File: src/hw/rtl/ims_pkg.sv
package ims_pkg;

  // Widths of the configuration port and the phase wait counter
  localparam int CFG_W          = 16;
  localparam int CFG_ADDR_W     = 1;
  localparam int WAIT_W         = 16;
  localparam int BIT_IDX_W      = 4;
  localparam int BYTE_W         = 8;
  localparam int BITS_PER_BYTE  = 8;

  // Reset values of the timing registers
  localparam logic [CFG_W-1:0] BIT_WAIT_RESET  = CFG_W'(2);
  localparam logic [CFG_W-1:0] EDGE_WAIT_RESET = CFG_W'(5);

  // Register indexes
  localparam logic [CFG_ADDR_W-1:0] REG_BIT_WAIT  = CFG_ADDR_W'(0);
  localparam logic [CFG_ADDR_W-1:0] REG_EDGE_WAIT = CFG_ADDR_W'(1);

  // Stream payload widths
  localparam int IN_TDATA_W  = 16;
  localparam int IN_TUSER_W  = 3;
  localparam int OUT_TDATA_W = 16;

  // Command codes
  typedef enum logic [1:0] {
    FUNC_START = 2'd0,
    FUNC_STOP  = 2'd1,
    FUNC_WRITE = 2'd2,
    FUNC_READ  = 2'd3
  } func_t;

  // Sequencer phases
  typedef enum logic [3:0] {
    PH_IDLE         = 4'd0,
    PH_START_A      = 4'd1,
    PH_START_B      = 4'd2,
    PH_STOP_A       = 4'd3,
    PH_STOP_B       = 4'd4,
    PH_WR_SETUP     = 4'd5,
    PH_WR_HIGH      = 4'd6,
    PH_WR_ACK_SETUP = 4'd7,
    PH_WR_ACK_HIGH  = 4'd8,
    PH_RD_HIGH      = 4'd9,
    PH_RD_LOW       = 4'd10,
    PH_RD_ACK_SETUP = 4'd11,
    PH_RD_ACK_HIGH  = 4'd12
  } phase_t;

  // One tick item
  typedef struct packed {
    logic              cmd_valid;
    func_t             func;
    logic [BYTE_W-1:0] write_data;
    logic              send_ack;
    logic              sda_in;
  } tick_t;

  // One result item
  typedef struct packed {
    logic              scl_out;
    logic              sda_out;
    logic              busy_res;
    logic              done_res;
    logic [BYTE_W-1:0] read_data;
    logic              ack_received;
  } result_t;

  // Timing configuration
  typedef struct packed {
    logic [CFG_W-1:0] bit_wait;
    logic [CFG_W-1:0] edge_wait;
  } cfg_t;

  // Counter load for a phase of the given length: zero counts as one tick,
  // a length beyond the counter range saturates
  function automatic logic [WAIT_W-1:0] load_count(input logic [CFG_W-1:0] ticks);
    localparam int SUM_W = CFG_W + WAIT_W;
    logic [CFG_W-1:0] dec;
    logic [SUM_W-1:0] wide_dec;
    logic [SUM_W-1:0] wide_max;
    dec      = (ticks == '0) ? '0 : ticks - CFG_W'(1);
    wide_dec = SUM_W'(dec);
    wide_max = (SUM_W'(1) << WAIT_W) - SUM_W'(1);
    if (wide_dec > wide_max) begin
      return WAIT_W'(wide_max);
    end
    return WAIT_W'(wide_dec);
  endfunction

endpackage

File: src/hw/rtl/ims_core.sv
module ims_core (
  input  logic             clk,
  input  logic             rst_n,
  input  logic             step_en,
  input  ims_pkg::tick_t   tick,
  input  ims_pkg::cfg_t    cfg,
  output ims_pkg::result_t res
);

  ims_pkg::phase_t                  phase_r, phase_nxt;
  logic [ims_pkg::WAIT_W-1:0]       wait_r, wait_nxt;
  logic [ims_pkg::BIT_IDX_W-1:0]    bit_idx_r, bit_idx_nxt;
  logic [ims_pkg::BYTE_W-1:0]       shift_r, shift_nxt;
  logic [ims_pkg::BYTE_W-1:0]       rx_r, rx_nxt;
  logic                             scl_r, scl_nxt;
  logic                             sda_r, sda_nxt;
  logic                             ack_seen_r, ack_seen_nxt;
  logic                             ack_choice_r, ack_choice_nxt;
  logic                             done;
  logic                             expired;
  logic [ims_pkg::BIT_IDX_W-1:0]    bit_idx_inc;
  logic                             more_bits;
  logic [ims_pkg::WAIT_W-1:0]       bit_load;
  logic [ims_pkg::WAIT_W-1:0]       edge_load;

  assign expired     = (wait_r == '0);
  assign bit_idx_inc = bit_idx_r + ims_pkg::BIT_IDX_W'(1);
  assign more_bits   = (bit_idx_inc < ims_pkg::BIT_IDX_W'(ims_pkg::BITS_PER_BYTE));
  assign bit_load    = ims_pkg::load_count(cfg.bit_wait);
  assign edge_load   = ims_pkg::load_count(cfg.edge_wait);

  // Next phase, wait count and bit index
  always_comb begin
    phase_nxt   = phase_r;
    wait_nxt    = wait_r;
    bit_idx_nxt = bit_idx_r;
    done        = 1'b0;
    if (phase_r == ims_pkg::PH_IDLE) begin
      if (tick.cmd_valid) begin
        bit_idx_nxt = '0;
        case (tick.func)
          ims_pkg::FUNC_START: begin
            phase_nxt = ims_pkg::PH_START_A;
            wait_nxt  = edge_load;
          end
          ims_pkg::FUNC_STOP: begin
            phase_nxt = ims_pkg::PH_STOP_A;
            wait_nxt  = edge_load;
          end
          ims_pkg::FUNC_WRITE: begin
            phase_nxt = ims_pkg::PH_WR_SETUP;
            wait_nxt  = bit_load;
          end
          default: begin
            phase_nxt = ims_pkg::PH_RD_HIGH;
            wait_nxt  = bit_load;
          end
        endcase
      end
    end else if (!expired) begin
      wait_nxt = wait_r - ims_pkg::WAIT_W'(1);
    end else begin
      case (phase_r)
        ims_pkg::PH_START_A: begin
          phase_nxt = ims_pkg::PH_START_B;
          wait_nxt  = edge_load;
        end
        ims_pkg::PH_STOP_A: begin
          phase_nxt = ims_pkg::PH_STOP_B;
          wait_nxt  = edge_load;
        end
        ims_pkg::PH_WR_SETUP: begin
          phase_nxt = ims_pkg::PH_WR_HIGH;
          wait_nxt  = bit_load;
        end
        ims_pkg::PH_WR_HIGH: begin
          bit_idx_nxt = bit_idx_inc;
          phase_nxt   = more_bits ? ims_pkg::PH_WR_SETUP : ims_pkg::PH_WR_ACK_SETUP;
          wait_nxt    = bit_load;
        end
        ims_pkg::PH_WR_ACK_SETUP: begin
          phase_nxt = ims_pkg::PH_WR_ACK_HIGH;
          wait_nxt  = bit_load;
        end
        ims_pkg::PH_RD_HIGH: begin
          phase_nxt = ims_pkg::PH_RD_LOW;
          wait_nxt  = bit_load;
        end
        ims_pkg::PH_RD_LOW: begin
          bit_idx_nxt = bit_idx_inc;
          phase_nxt   = more_bits ? ims_pkg::PH_RD_HIGH : ims_pkg::PH_RD_ACK_SETUP;
          wait_nxt    = bit_load;
        end
        ims_pkg::PH_RD_ACK_SETUP: begin
          phase_nxt = ims_pkg::PH_RD_ACK_HIGH;
          wait_nxt  = bit_load;
        end
        ims_pkg::PH_START_B, ims_pkg::PH_STOP_B,
        ims_pkg::PH_WR_ACK_HIGH, ims_pkg::PH_RD_ACK_HIGH: begin
          phase_nxt = ims_pkg::PH_IDLE;
          wait_nxt  = '0;
          done      = 1'b1;
        end
        default: begin
          phase_nxt = ims_pkg::PH_IDLE;
          wait_nxt  = '0;
        end
      endcase
    end
  end

  // Pin levels, shift byte and captured bits
  always_comb begin
    scl_nxt        = scl_r;
    sda_nxt        = sda_r;
    shift_nxt      = shift_r;
    rx_nxt         = rx_r;
    ack_seen_nxt   = ack_seen_r;
    ack_choice_nxt = ack_choice_r;
    if (phase_r == ims_pkg::PH_IDLE) begin
      if (tick.cmd_valid) begin
        case (tick.func)
          ims_pkg::FUNC_START: begin
            sda_nxt = 1'b1;
            scl_nxt = 1'b1;
          end
          ims_pkg::FUNC_STOP: begin
            sda_nxt = 1'b0;
            scl_nxt = 1'b1;
          end
          ims_pkg::FUNC_WRITE: begin
            shift_nxt = tick.write_data;
            sda_nxt   = tick.write_data[ims_pkg::BYTE_W-1];
          end
          default: begin
            ack_choice_nxt = tick.send_ack;
            shift_nxt      = '0;
            sda_nxt        = 1'b1;
            scl_nxt        = 1'b1;
          end
        endcase
      end
    end else if (expired) begin
      case (phase_r)
        ims_pkg::PH_START_A: sda_nxt = 1'b0;
        ims_pkg::PH_START_B: scl_nxt = 1'b0;
        ims_pkg::PH_STOP_A:  sda_nxt = 1'b1;
        ims_pkg::PH_WR_SETUP, ims_pkg::PH_WR_ACK_SETUP,
        ims_pkg::PH_RD_ACK_SETUP: scl_nxt = 1'b1;
        ims_pkg::PH_WR_HIGH: begin
          scl_nxt   = 1'b0;
          shift_nxt = {shift_r[ims_pkg::BYTE_W-2:0], 1'b0};
          sda_nxt   = more_bits ? shift_r[ims_pkg::BYTE_W-2] : 1'b1;
        end
        ims_pkg::PH_WR_ACK_HIGH: begin
          ack_seen_nxt = tick.sda_in;
          scl_nxt      = 1'b0;
        end
        ims_pkg::PH_RD_HIGH: begin
          shift_nxt = {shift_r[ims_pkg::BYTE_W-2:0], tick.sda_in};
          scl_nxt   = 1'b0;
        end
        ims_pkg::PH_RD_LOW: begin
          if (more_bits) begin
            scl_nxt = 1'b1;
          end else begin
            sda_nxt = ~ack_choice_r;
          end
        end
        ims_pkg::PH_RD_ACK_HIGH: begin
          scl_nxt = 1'b0;
          sda_nxt = 1'b1;
          rx_nxt  = shift_r;
        end
        default: begin
          scl_nxt = scl_r;
        end
      endcase
    end
  end

  // Advance the sequencer by one tick
  always_ff @(posedge clk) begin
    if (!rst_n) begin
      phase_r      <= ims_pkg::PH_IDLE;
      wait_r       <= '0;
      bit_idx_r    <= '0;
      shift_r      <= '0;
      rx_r         <= '0;
      scl_r        <= 1'b1;
      sda_r        <= 1'b1;
      ack_seen_r   <= 1'b1;
      ack_choice_r <= 1'b0;
    end else if (step_en) begin
      phase_r      <= phase_nxt;
      wait_r       <= wait_nxt;
      bit_idx_r    <= bit_idx_nxt;
      shift_r      <= shift_nxt;
      rx_r         <= rx_nxt;
      scl_r        <= scl_nxt;
      sda_r        <= sda_nxt;
      ack_seen_r   <= ack_seen_nxt;
      ack_choice_r <= ack_choice_nxt;
    end
  end

  // Result of this tick
  assign res.scl_out      = scl_nxt;
  assign res.sda_out      = sda_nxt;
  assign res.busy_res     = (phase_nxt != ims_pkg::PH_IDLE);
  assign res.done_res     = done;
  assign res.read_data    = rx_nxt;
  assign res.ack_received = ack_seen_nxt;

endmodule

File: src/hw/rtl/i2c_master_byte_sequencer.sv
// Path: a tick transaction is held in the input register at acceptance, and its result
// is then loaded into the result register, whose valid flag drives out_tvalid.
// Throughput: one tick per cycle while the result side keeps taking results; a
// stalled result lets one more tick into the input register, then blocks input.
// Reset: synchronous active-low rst_n; bus released, sequencer idle,
// bit wait 2 and edge wait 5 ticks.
module i2c_master_byte_sequencer (
  input  logic                               clk,
  input  logic                               rst_n,
  input  logic                               in_tvalid,
  output logic                               in_tready,
  // [7:0] write_data, [8] send_ack, [9] sda_in, [15:10] zero
  input  logic [ims_pkg::IN_TDATA_W-1:0]     in_tdata,
  // [0] cmd_valid, [2:1] func
  input  logic [ims_pkg::IN_TUSER_W-1:0]     in_tuser,
  output logic                               out_tvalid,
  input  logic                               out_tready,
  // [0] scl_out, [1] sda_out, [2] busy_res, [3] done_res, [11:4] read_data,
  // [12] ack_received, [15:13] zero
  output logic [ims_pkg::OUT_TDATA_W-1:0]    out_tdata,
  input  logic                               cfg_we,
  input  logic [ims_pkg::CFG_ADDR_W-1:0]     cfg_addr,
  input  logic [ims_pkg::CFG_W-1:0]          cfg_wdata
);

  logic              in_valid_r;
  ims_pkg::tick_t    in_tick_r;
  logic              out_valid_r;
  ims_pkg::result_t  out_res_r;
  ims_pkg::cfg_t     cfg_r;
  ims_pkg::result_t  res;
  logic              advance;
  logic              step_en;

  // Result register free or draining this cycle
  assign advance   = !out_valid_r || out_tready;
  assign step_en   = in_valid_r && advance;
  assign in_tready = !in_valid_r || advance;

  // Configuration registers
  always_ff @(posedge clk) begin
    if (!rst_n) begin
      cfg_r.bit_wait  <= ims_pkg::BIT_WAIT_RESET;
      cfg_r.edge_wait <= ims_pkg::EDGE_WAIT_RESET;
    end else if (cfg_we) begin
      case (cfg_addr)
        ims_pkg::REG_BIT_WAIT:  cfg_r.bit_wait  <= cfg_wdata;
        ims_pkg::REG_EDGE_WAIT: cfg_r.edge_wait <= cfg_wdata;
        default:                cfg_r.bit_wait  <= cfg_r.bit_wait;
      endcase
    end
  end

  // Input register
  always_ff @(posedge clk) begin
    if (!rst_n) begin
      in_valid_r <= 1'b0;
    end else if (in_tready) begin
      in_valid_r <= in_tvalid;
    end
  end

  always_ff @(posedge clk) begin
    if (in_tready && in_tvalid) begin
      in_tick_r.cmd_valid  <= in_tuser[0];
      in_tick_r.func       <= ims_pkg::func_t'(in_tuser[2:1]);
      in_tick_r.write_data <= in_tdata[7:0];
      in_tick_r.send_ack   <= in_tdata[8];
      in_tick_r.sda_in     <= in_tdata[9];
    end
  end

  ims_core u_core (
    .clk     (clk),
    .rst_n   (rst_n),
    .step_en (step_en),
    .tick    (in_tick_r),
    .cfg     (cfg_r),
    .res     (res)
  );

  // Result register
  always_ff @(posedge clk) begin
    if (!rst_n) begin
      out_valid_r <= 1'b0;
    end else if (advance) begin
      out_valid_r <= in_valid_r;
    end
  end

  always_ff @(posedge clk) begin
    if (step_en) begin
      out_res_r <= res;
    end
  end

  assign out_tvalid = out_valid_r;
  assign out_tdata  = {3'b000, out_res_r.ack_received, out_res_r.read_data,
                       out_res_r.done_res, out_res_r.busy_res,
                       out_res_r.sda_out, out_res_r.scl_out};

endmodule

File: config.mk
export PLATFORM = sky130hd
export DESIGN_NAME = i2c_master_byte_sequencer
export DESIGN_NICKNAME = d
export VERILOG_FILES = /design/src/hw/rtl/ims_pkg.sv /design/src/hw/rtl/ims_core.sv /design/src/hw/rtl/i2c_master_byte_sequencer.sv
export SDC_FILE = /design/constraint.sdc
export NUM_CORES = 1
export LEC_CHECK = 0
export BUFFER_PORTS_ARGS = -buffer_cell sky130_fd_sc_hd__buf_2
export CORE_UTILIZATION = 46
export CTS_CLUSTER_DIAMETER = 150
export DETAILED_ROUTE_END_ITERATION = 10
export PLACE_DENSITY = 0.66
export RECOVER_POWER = 50
export SYNTH_ARGS = -nofsm -noshare
export SYNTH_HDL_FRONTEND = slang
export SYNTH_SLANG_ARGS = --single-unit
File: constraint.sdc
create_clock -name clk -period 2.7 [get_ports clk]
set_clock_uncertainty 0.2 [all_clocks]
set_input_delay 0.54 -clock clk [delete_from_list [all_inputs] [get_ports clk]]
set_output_delay 0.54 -clock clk [all_outputs]
set_load 0.1 [all_outputs]
==> metrics.md <==
| Metric | Value |
|---|---|
| Placement row count | 40 |
| Worst hold path class | primary input to register |
| Violations in the final reports | negative setup slack |
| Number of vias per cell after detailed routing | 5.904 |
| Post-synth cell types | 68 |
| Fraction of registers with async set/reset | 0% |
| Result of the run | finished, violations left |
| Leakage Power | 2.727 nW |
| Switching power | 1.529 mW |
| Internal power component | 2.850 mW |
| Required time at the endpoint of the critical path | 2.80 ns |
| Number of sinks on the clock net | 104 |
| Area taken by flip-flops and latches | 0.002346 mm2 |
| Sequential fraction of the synthesis area | 40.65% |
| Most common cell after layout, fill and taps aside | nand2_1 |
| I/O pin total | 59 |
| Net switching share of the total power | 34.92% |
| Total of max-cap violations | 0 |
| Worst slew margin | 39.16% |
| CTS tree | done |
| Leftover overflow at the end of global routing | 0 |
| Mean instance size in the synthesized netlist | 8.196 um2 |
| First-pass GRT wire length | 27.00 mm |
| Share of the clock period used by the worst path | 103.6% |
| Count of synthesis-stage warnings from yosys | 0 |
| TritonCTS buffer count | 9 |
| Total power of the final layout | 4.379 mW |
| Placed wire-length estimate after detailed placement | 12.40 mm |
| Post-Place Cells | 949 |
| Register-to-register setup slack | -0.1 ns |
| Category of the critical setup timing path | register to register |
| Primary flip-flop cell chosen by synthesis mapping | dfxtp_1 |
| Global routing usage summed across all routing layers | 26.94% |
| Routed wire per std cell | 17.44 um |
| Period minus WS final | 2.797 ns |
| Routed wire length | 16.97 mm |
| Worst setup slack before clock tree synthesis | -0.09011 ns |
| Cell area power density | 613.1 mW/mm2 |
| Combined area of the multi-input logic cells | 0.003400 mm2 |
| Crit end category | register |
| Area enclosed by the die boundary | 0.01298 mm2 |
| Maximum VDD drop | 0.3521 mV |
| Detailed Route Iter0 Violations | 546 |
| Layout cells sized above 1 | 24.22% |
| Startpoint of the worst setup timing path | u_core.wait_r[0] |
| Launch instance of the worst register-to-register path | u_core.wait_r[0] |
| Dpl cell area | 0.006584 mm2 |
| Routed via count | 5,745 |
| Die span in y | 113.9 um |
| Aggregate negative setup slack | -0.3123 ns |
| Final std cells w/o fill | 973 |
| Post-synth design cell area | 0.005762 mm2 |
| Initial antenna violation count | 0 |
| Setup repair after global routing missed its margin | yes |
| Via count of the first global-routing pass | 5,302 |
| Sort of element at the start of the critical path | register |
| Cells after synthesis | 703 |
| Antenna viol nets, final | 0 |
| Final std cell area, no fill | 0.007143 mm2 |
| Clock slew seen by the registers of the worst setup and hold paths | 0.07 ns |
| EDFF count, synth | 26 |
| Worst Path Arrival | 2.90 ns |
| Ant. Diodes | 0 |
| Number of flip-flops and latches in the synthesized netlist | 104 |
| Share of power burned in combinational logic | 29.3% |
| Worst-Margin Slew | 0.9121 ns |
| Pin count of the biggest net entering global routing | 34 |
| Commonest cells after routing, fill and taps aside | nand2_1, dfxtp_1, buf_4 |
| Count of buffers from port buffering | 49 |
| H-tree lvl count | 3 |
| Peak fanout along the critical path | 3 |
| Die W | 113.9 um |
| Synthesis-to-layout area growth | 23.97% |
| Number of buffers on the longest clock path | 2 |
| Final setup violation count | 5 |
| Final Hold Vio Count | 0 |
| Skew-Pair Late Insertion Delay | 0.37 ns |
| Number of remaining DRC errors | 0 |
| GP Congestion | 0.8975 |
| Number of iterations in the first detailed-routing pass | 5 |
| Cts-stage hold buffer count | 0 |
| Length in cells of the worst reg-to-reg path | 9 |
| Starting density of the core | 47.57% |
| Sequential share of power | 40.1% |
| Final count of pins violating max slew | 0 |
| Number of fill cells in the layout | 1,094 |
| Fraction of power consumed by the clock network | 30.6% |
| Endpoint of the lowest-slack register-to-register path | u_core.bit_idx_r[1] |
| Max Clock Freq | 0.3575 GHz |
| Worst setup slack after layout | -0.09701 ns |
| End of the critical path | u_core.bit_idx_r[1] |
| Clock tree root driver cell | clkbuf_16 |
| Final net count | 845 |
| Std-Cell Core Area | 0.01211 mm2 |
-- power by group through the flow --
stage	Combinational (mW)	Clock (mW)	Sequential (mW)
after floorplan	0.652	0	1.84
after global placement	1.12	0	1.78
after detailed placement	1.13	0	1.79
after CTS	1.16	1.35	1.75
after global routing	1.38	1.41	1.77
final	1.29	1.34	1.75
-- cell type report --
class                      count  share of cell area [%]
clock buffer                   9                   3.153
sequential                   104                   32.84
multi-input combinational    545                   47.59
clock inverter                 7                   1.086
timing repair buffer         124                   11.54
inverter                      16                  0.8408
tap                          168                   2.943
-- metal layers --
metal	GRT usage, %	wire length (um)
met4	11.26	397
met1	37.51	7611
met5	0	0
met2	41.83	7719
met3	3.932	1241
-- state kept, by name (all words and copies together), names as in the netlist --
name	cells
out_tvalid	1
u_core.ack_choice_r	1
u_core.bit_idx_r	4
u_core.phase_r	4
u_core.scl_r	1
u_core.sda_r	1
u_core.ack_seen_r	1
u_core.rx_r	8
in_tick_r	13
in_valid_r	1
u_core.wait_r	16
cfg_r	32
out_tdata	13
u_core.shift_r	8
-- cells by family (layout without fill, tap and decap cells) --
group	count (synthesis)	in the layout	share of synthesized area [%]
other cells	1	3	0.06508
buf+inv	56	156	3.865
fa+ha+maj	4	4	0.8687
flops	104	104	40.65
xor+xnor	24	24	3.648
simple gates	303	303	25.82
compound gates	183	183	19.98
mux	28	28	5.103
-- worst min-delay path by stage --
| stage | start | endpoint | cells after the start |
|---|---|---|---|
| after global placement | u_core.bit_idx_r[1] | u_core.bit_idx_r[1] | 2 |
| after detailed placement | u_core.shift_r[7] | u_core.shift_r[7] | 2 |
| after global routing | in_tdata[2] | in_tick_r[4] | 1 |
| final | in_tdata[3] | in_tick_r[5] | 1 |
| after CTS | in_tdata[2] | in_tick_r[4] | 1 |
| after floorplan | u_core.shift_r[7] | u_core.shift_r[7] | 2 |
-- critical path, stage by stage (launching register included) --
cell and delay (ns):
dfxtp_2 0.33, inv_2 0.07, ha_4 0.13, or3b_4 0.41, buf_6 0.14, nor4_4 0.34
a41oi_2 0.19, or3_4 0.43, or3b_1 0.38, a21oi_1 0.12
-- cells in the mapped netlist (3+ instances only) --
master / n / share of area (%)
xor2_1: 12 / 1.8
nor2b_1: 8 / 0.87
or3_1: 9 / 0.98
nand3_1: 24 / 2.1
buf_1: 3 / 0.20
a21oi_1: 66 / 5.7
o211ai_1: 6 / 0.78
and3_1: 3 / 0.33
o31ai_1: 7 / 0.91
nand2_1: 122 / 7.9
inv_1: 16 / 1.0
mux2i_1: 17 / 3.0
dfxtp_1: 78 / 27
ha_1: 4 / 0.87
xnor2_1: 12 / 1.8
edfxtp_1: 26 / 14
a221oi_1: 3 / 0.46
clkbuf_1: 33 / 2.1
mux2_2: 10 / 2.0
a32oi_1: 3 / 0.46
nor4_1: 13 / 1.4
buf_4: 3 / 0.39
and2_1: 5 / 0.54
nor3_1: 26 / 2.3
o21ai_1: 3 / 0.26
nand4_1: 6 / 0.65
o22ai_1: 11 / 1.2
a31oi_1: 7 / 0.76
nand2b_1: 6 / 0.65
o221ai_1: 7 / 1.1
a211oi_1: 8 / 1.0
a21o_1: 7 / 0.91
o21ai_0: 30 / 2.6
o32ai_1: 3 / 0.46
a21boi_0: 4 / 0.52
or4_1: 10 / 1.3
nor2_1: 51 / 3.3
-- timing repair --
item,in CTS,in global routing
hold endpoints to repair,0,0
pin swaps,4,18
gates resized for setup,12,37
setup buffers,2,6
endpoints found under the setup margin,22,33
-- metrics by stage --
| stage | hold slack (ns) | util (%) |
|---|---|---|
| floorplan | 0.2417 | - |
| global placement | 0.2609 | 54.36 |
| detailed placement | 0.2786 | 54.36 |
| CTS | 0.1386 | 57.35 |
| global route | 0.1446 | 58.98 |
| finish | 0.1455 | 58.98 |
Power figures use the tool's default switching activity.
